<file path="src/hdl/pursuit_arc_curvature_defines.svh">
// Assertion helpers shared by the arc curvature block.
`ifndef PURSUIT_ARC_CURVATURE_DEFINES_SVH
`define PURSUIT_ARC_CURVATURE_DEFINES_SVH

// Same-cycle implication, sampled on clk, off while rst_n is low.
`define PAC_ASSERT_IMPL(label, ante, cons) \
    label: assert property (@(posedge clk) disable iff (!rst_n) (ante) |-> (cons)) \
        else $error("pursuit_arc_curvature: check failed");

// Next-cycle implication, sampled on clk, off while rst_n is low.
`define PAC_ASSERT_NEXT(label, ante, cons) \
    label: assert property (@(posedge clk) disable iff (!rst_n) (ante) |=> (cons)) \
        else $error("pursuit_arc_curvature: check failed");

`endif

</file>
<file path="src/hdl/pac_pkg.sv">
package pac_pkg;

    localparam int POS_WIDTH    = 24;
    localparam int HEAD_WIDTH   = 16;
    localparam int CURV_WIDTH   = 32;
    localparam int DIFF_WIDTH   = POS_WIDTH + 1;
    localparam int TRIG_WIDTH   = 26;
    localparam int ANGLE_WIDTH  = 29;
    localparam int Z_WIDTH      = 28;
    localparam int XY_WIDTH     = 27;
    localparam int ATAN_ENTRIES = 24;
    localparam int QUOT_WIDTH   = CURV_WIDTH + 1;

    localparam logic signed [ANGLE_WIDTH-1:0] PI_Q24      = 29'sd52707179;
    localparam logic signed [ANGLE_WIDTH-1:0] TWO_PI_Q24  = 29'sd105414358;
    localparam logic signed [ANGLE_WIDTH-1:0] HALF_PI_Q24 = 29'sd26353589;
    localparam logic signed [XY_WIDTH-1:0]    GAIN_Q24    = 27'sd10188014;
    localparam logic signed [XY_WIDTH-1:0]    ONE_Q24     = 27'sd16777216;

    localparam logic [CURV_WIDTH-1:0] CURV_MAX = 32'h7FFF_FFFF;
    localparam logic [CURV_WIDTH-1:0] CURV_MIN = 32'h8000_0000;

    localparam logic [23:0] ATAN_Q24 [ATAN_ENTRIES] = '{
        24'd13176795, 24'd7778716, 24'd4110060, 24'd2086331, 24'd1047214, 24'd524117,
        24'd262123,   24'd131069,  24'd65536,   24'd32768,   24'd16384,   24'd8192,
        24'd4096,     24'd2048,    24'd1024,    24'd512,     24'd256,     24'd128,
        24'd64,       24'd32,      24'd16,      24'd8,       24'd4,       24'd2
    };

    typedef struct packed {
        logic signed [POS_WIDTH-1:0]  robot_x;
        logic signed [POS_WIDTH-1:0]  robot_y;
        logic signed [HEAD_WIDTH-1:0] robot_heading;
        logic signed [POS_WIDTH-1:0]  target_x;
        logic signed [POS_WIDTH-1:0]  target_y;
    } pose_t;

    typedef struct packed {
        logic signed [CURV_WIDTH-1:0] curvature;
        logic                         no_distance;
        logic                         saturated;
    } arc_t;

    typedef struct packed {
        logic neg;
        logic zero;
    } div_meta_t;

    function automatic int cordic_iters(int steps);
        return (steps < ATAN_ENTRIES) ? steps : ATAN_ENTRIES;
    endfunction

    // wrap, fold, one stage per iteration, sign/clamp
    function automatic int cordic_latency(int steps);
        return cordic_iters(steps) + 3;
    endfunction

endpackage

</file>
<file path="src/hdl/pac_cordic.sv">
module pac_cordic #(
    parameter int CORDIC_STEPS = 16
) (
    input  logic                                   clk,
    input  logic                                   rst_n,
    input  logic                                   adv,
    input  logic                                   in_valid,
    input  logic signed [pac_pkg::HEAD_WIDTH-1:0]  heading,
    output logic                                   out_valid,
    output logic signed [pac_pkg::TRIG_WIDTH-1:0]  sin_q,
    output logic signed [pac_pkg::TRIG_WIDTH-1:0]  cos_q
);
    import pac_pkg::*;

    localparam int NIT = cordic_iters(CORDIC_STEPS);

    logic signed [ANGLE_WIDTH-1:0] a_in;
    logic signed [ANGLE_WIDTH-1:0] wrap_next;
    logic signed [ANGLE_WIDTH-1:0] wrap_reg;
    logic                          wv_reg;
    logic signed [ANGLE_WIDTH-1:0] fold_next;
    logic                          flip_next;

    logic signed [XY_WIDTH-1:0] x_reg [NIT+1];
    logic signed [XY_WIDTH-1:0] y_reg [NIT+1];
    logic signed [Z_WIDTH-1:0]  z_reg [NIT+1];
    logic                       f_reg [NIT+1];
    logic                       v_reg [NIT+1];

    logic signed [XY_WIDTH-1:0]   xf, yf;
    logic signed [TRIG_WIDTH-1:0] sin_next, cos_next;
    logic signed [TRIG_WIDTH-1:0] sin_reg, cos_reg;
    logic                         ov_reg;

    function automatic logic signed [TRIG_WIDTH-1:0] clamp_unit(
        input logic signed [XY_WIDTH-1:0] v);
        if (v > ONE_Q24)
            return TRIG_WIDTH'(ONE_Q24);
        else if (v < -ONE_Q24)
            return TRIG_WIDTH'(-ONE_Q24);
        else
            return TRIG_WIDTH'(v);
    endfunction

    // heading * 4096 in Q.24, one wrap by a full turn is always enough
    assign a_in = {{(ANGLE_WIDTH-HEAD_WIDTH-12){heading[HEAD_WIDTH-1]}}, heading, 12'b0};

    always_comb
    begin
        priority if (a_in > PI_Q24)
            wrap_next = a_in - TWO_PI_Q24;
        else if (a_in <= -PI_Q24)
            wrap_next = a_in + TWO_PI_Q24;
        else
            wrap_next = a_in;
    end

    always_comb
    begin
        flip_next = 1'b1;
        priority if (wrap_reg > HALF_PI_Q24)
            fold_next = wrap_reg - PI_Q24;
        else if (wrap_reg < -HALF_PI_Q24)
            fold_next = wrap_reg + PI_Q24;
        else
        begin
            fold_next = wrap_reg;
            flip_next = 1'b0;
        end
    end

    assign xf       = f_reg[NIT] ? -x_reg[NIT] : x_reg[NIT];
    assign yf       = f_reg[NIT] ? -y_reg[NIT] : y_reg[NIT];
    assign sin_next = clamp_unit(yf);
    assign cos_next = clamp_unit(xf);

    always_ff @(posedge clk or negedge rst_n)
    begin
        if (!rst_n)
        begin
            wv_reg <= 1'b0;
            for (int i = 0; i <= NIT; i++)
                v_reg[i] <= 1'b0;
            ov_reg <= 1'b0;
        end
        else if (adv)
        begin
            wv_reg   <= in_valid;
            v_reg[0] <= wv_reg;
            for (int i = 0; i < NIT; i++)
                v_reg[i+1] <= v_reg[i];
            ov_reg <= v_reg[NIT];
        end
    end

    always_ff @(posedge clk)
    begin
        if (adv)
        begin
            wrap_reg <= wrap_next;
            x_reg[0] <= GAIN_Q24;
            y_reg[0] <= '0;
            z_reg[0] <= Z_WIDTH'(fold_next);
            f_reg[0] <= flip_next;
            // advance one rotation per stage
            for (int i = 0; i < NIT; i++)
            begin
                if (!z_reg[i][Z_WIDTH-1])
                begin
                    x_reg[i+1] <= x_reg[i] - (y_reg[i] >>> i);
                    y_reg[i+1] <= y_reg[i] + (x_reg[i] >>> i);
                    z_reg[i+1] <= z_reg[i] - $signed(Z_WIDTH'(ATAN_Q24[i]));
                end
                else
                begin
                    x_reg[i+1] <= x_reg[i] + (y_reg[i] >>> i);
                    y_reg[i+1] <= y_reg[i] - (x_reg[i] >>> i);
                    z_reg[i+1] <= z_reg[i] + $signed(Z_WIDTH'(ATAN_Q24[i]));
                end
                f_reg[i+1] <= f_reg[i];
            end
            sin_reg <= sin_next;
            cos_reg <= cos_next;
        end
    end

    assign out_valid = ov_reg;
    assign sin_q     = sin_reg;
    assign cos_q     = cos_reg;

endmodule

</file>
<file path="config.mk">
export PLATFORM = sky130hd
export DESIGN_NAME = pac_cordic
export DESIGN_NICKNAME = d
export VERILOG_FILES = /design/src/hdl/pursuit_arc_curvature_defines.svh /design/src/hdl/pac_pkg.sv /design/src/hdl/pac_cordic.sv
export SDC_FILE = /design/constraint.sdc
export NUM_CORES = 2
export LEC_CHECK = 0
export BUFFER_PORTS_ARGS = -buffer_cell sky130_fd_sc_hd__clkbuf_2
export CELL_PAD_IN_SITES_DETAIL_PLACEMENT = 0
export CELL_PAD_IN_SITES_GLOBAL_PLACEMENT = 1
export CORE_MARGIN = 2
export CORE_UTILIZATION = 52
export DETAILED_ROUTE_END_ITERATION = 7
export PLACE_DENSITY = 0.9
export SLEW_MARGIN = 20
export SYNTH_ARGS = -nofsm -noshare
export SYNTH_HDL_FRONTEND = slang
export SYNTH_SLANG_ARGS = --single-unit
</file>
<file path="constraint.sdc">
create_clock -name clk -period 6 [get_ports clk]
set_input_delay 0.6 -clock clk [delete_from_list [all_inputs] [get_ports clk]]
set_output_delay 0.6 -clock clk [all_outputs]
set_load 0.1 [all_outputs]
</file>
==> summary.md <==
| Metric | Value |
|---|---|
| Status | `finished clean` |
| Die Wd | `443 um` |
| GRT Max-Usage Layer | `met2` |
| Area Overhead vs Synth | `8.54%` |
| Worst setup margin | `0.683 ns` |
| Port Buffers | `72` |
| Tmin final | `5.32 ns` |
| H-tree Lvls | `4` |
| Crit path arrival time | `5.90 ns` |
| Total track usage | `24.5%` |
| Number of routed nets with antenna violations | `0` |
| Grt total ovfl | `0` |
| Critical Path Start Type | `flip-flop` |
| First-pass GRT wire length | `394 mm` |
| Asr flop ratio synth | `1.52%` |
| Clk_skew | `0.0552 ns` |
| Synth Net Count | `11.4k` |
| FF+latch count, synth | `1247` |
| Synth Area in XOR/XNOR | `12.3%` |
| Compound-Gate Fraction of Synth Area | `18.5%` |
| IO Pins | `73` |
| DR WL/cell | `18.8 um` |
| F_max | `188 MHz` |
| Largest family of logic cells by synthesized area | `compound AO/OA/AOI/OAI gates` |
| Pins Over Slew Limit | `0` |
| Max_cap viols | `0` |
| GR Util met3 | `2.78%` |
| Synth Area in Simple Gates | `13.1%` |
| Global Route met1 Usage | `31.9%` |
| Vias post-DR | `77.0k` |
| CP Capture Type | `flip-flop` |
| Critical path type | `flip-flop to flip-flop` |
| Final #Nets | `11.6k` |
| Req. time, crit path | `6.58 ns` |
| Longest Clk Path Bufs | `3` |
| Initial core utilization | `52.3%` |
| Area contributors post-synth | `edfxtp_1 37%, ha_1 14%, xnor2_1 8.2%, a21oi_1 4.6%, xor2_1 4.1%` |
| Yosys cell types | `96` |
| CTS tree | `yes` |
| Hold Violations, Final | `0` |
| Crit path max fanout | `6` |
| Post-synth EDFFs | `1228` |
| Yosys top cell by area | `edfxtp_1` |
| Post-route clock period utilization | `88.6%` |
| Post-Synth Adder-Cell Area | `14.8%` |
| Post-synthesis mux area share | `1.50%` |
| CTS sink cnt | `1247` |
| Clk root buf | `clkbuf_16` |
| Clk slew on worst S/H paths | `0.06 ns` |
| TNS Setup | `0 ns` |
| Mapped cell area | `0.100 mm^2` |
| Iter 0 DRT Violations | `5268` |
| Core outline area | `0.192 mm^2` |
| Routed vias/inst | `5.91` |
| Initial antenna violation count | `2` |
| Worst relative slew slack | `30.4%` |
| Vias in the first global route | `74.9k` |
| Hold crit path type | `primary input to flip-flop` |
| Slew @ Worst Pin | `1.03 ns` |
| Final setup fails | `0` |
| Post-synth top area share | `36.7%` |
| Most used DFF post-synth | `edfxtp_1` |
| Cell with the most instances after synthesis | `edfxtp_1` |
| RSZ-0062 raised after global routing | `false` |
| Seq/Total Area, Yosys | `37.2%` |
| Top cells by count, synth | `1228 x edfxtp_1, 1118 x ha_1, 943 x xnor2_1` |
| Cells after synthesis | `10.3k` |
| Max reg flops | `405` |
| Die area | `0.197 mm^2` |
| Clk_lat worst skew | `0.82 ns` |
| Pre-antenna DRT Iters | `6` |
| CTS buffer count | `153` |
| Post-CTS Resized | `0` |
| RePlAce Congestion | `0.924` |
| Fraction of layout cells with a size suffix above 1 | `5.30%` |
| Final WL | `246 mm` |
| Routing usage on met2 | `42.7%` |
| Row Count | `161` |
| Worst slack, placed | `0.575 ns` |
| Largest net degree at the start of global routing | `183` |
| Vert. Die Dim | `443 um` |
| Post-Syn Area per Cell | `9.78 um^2` |
| Hpwl dp | `190 mm` |
| Drc violations | `0` |
| Ys Warns | `0` |
-- layout by cell type (no fill, tap or decap), types with 105 or more instances in the layout --
cell	netlist	layout
a21oi_1	921	921
nand2b_1	118	118
clkbuf_16	0	155
nand3_1	175	175
nor2b_1	150	150
nand2_1	557	556
xor2_1	469	469
nor3_1	281	281
o31ai_1	136	136
nor2_1	880	880
o21a_1	124	124
ha_1	1118	1118
edfxtp_1	1228	1228
o21ai_0	507	507
xnor2_1	943	943
a21o_1	396	396
inv_1	492	492
and3_1	105	105
o21bai_1	136	136
-- logic make-up after synthesis --
| group | count (synthesis) |
|---|---|
| buffers and inverters | 696 |
| adders and majority gates | 1161 |
| and+or+nand+nor | 2720 |
| AOI/OAI and AO/OA | 2891 |
| muxes | 141 |
| xor gates and xnor gates | 1412 |
| DFF | 1247 |
-- stage by stage --
stage | cells | util, % | hold WS (ns) | area (um^2)
after floorplan | 10268 | - | 0.304 | 100000
after global placement | 12742 | 54.0 | 0.403 | 104000
after detailed placement | 12742 | 54.0 | 0.405 | 104000
after CTS | 13025 | 56.7 | 0.0718 | 109000
after global routing | 13026 | 56.7 | 0.113 | 109000
final | 13028 | 56.7 | 0.131 | 109000
-- critical path, cell delays in order, from the launching register on --
cell,delay (ns)
edfxtp_1,0.51
or4_1,0.61
or3_1,0.40
or4_1,0.48
nand2_1,0.11
xnor2_1,0.16
ha_1,0.31
a21o_1,0.19
a21o_1,0.17
a21oi_1,0.14
nor2b_1,0.07
a311o_1,0.34
a21bo_2,0.22
a2111oi_0,0.86
o31ai_1,0.20
a21oi_1,0.22
xnor2_1,0.08
-- worst paths after layout --
check,from,end,slack [ns],depth (start not counted)
setup / recovery,y_reg[7][10]$_DFFE_PP_,x_reg[8][26]$_DFFE_PP_,0.68,16
hold / removal,heading[1],wrap_reg[13]$_DFFE_PP_,0.13,3
setup reg to reg,y_reg[7][10]$_DFFE_PP_,x_reg[8][26]$_DFFE_PP_,0.68,16
hold reg to reg,z_reg[8][13]$_DFFE_PP_,z_reg[9][13]$_DFFE_PP_,0.42,0
max in group asynchronous,rst_n,v_reg[4]$_DFFE_PN0P_,5.39,2
min in group asynchronous,rst_n,wv_reg$_DFFE_PN0P_,0.28,2
-- per-layer routing --
| layer | up-vias | share of wire, % |
|---|---|---|
| met3 | 376 | 4.2 |
| li1 | 38241 | - |
| met4 | 0 | 2.6 |
| met5 | - | 0 |
| met1 | 36746 | 45 |
| met2 | 1667 | 49 |
-- final cells by class --
type                            instances  area, um^2
Inverter                              502        1880
Clock inverter                         99        1180
Clock buffer                          182        3990
Antenna cell                            2        5.00
Sequential cell                      1247       37400
Timing Repair Buffer                  145         977
Multi-Input combinational cell       8325       60400
Fill cell                           16521       83200
Tap cell                             2526        3160
-- what timing repair did --
item                       in CTS  in global routing
hold endpoints to repair       20                  0
setup buffers                   0                  0
hold buffers                    2                  0
setup endpoints to repair       0                  0
Power is not shown: default switching activity piles up to over one toggle a cycle in this logic, so the estimate is an artifact.
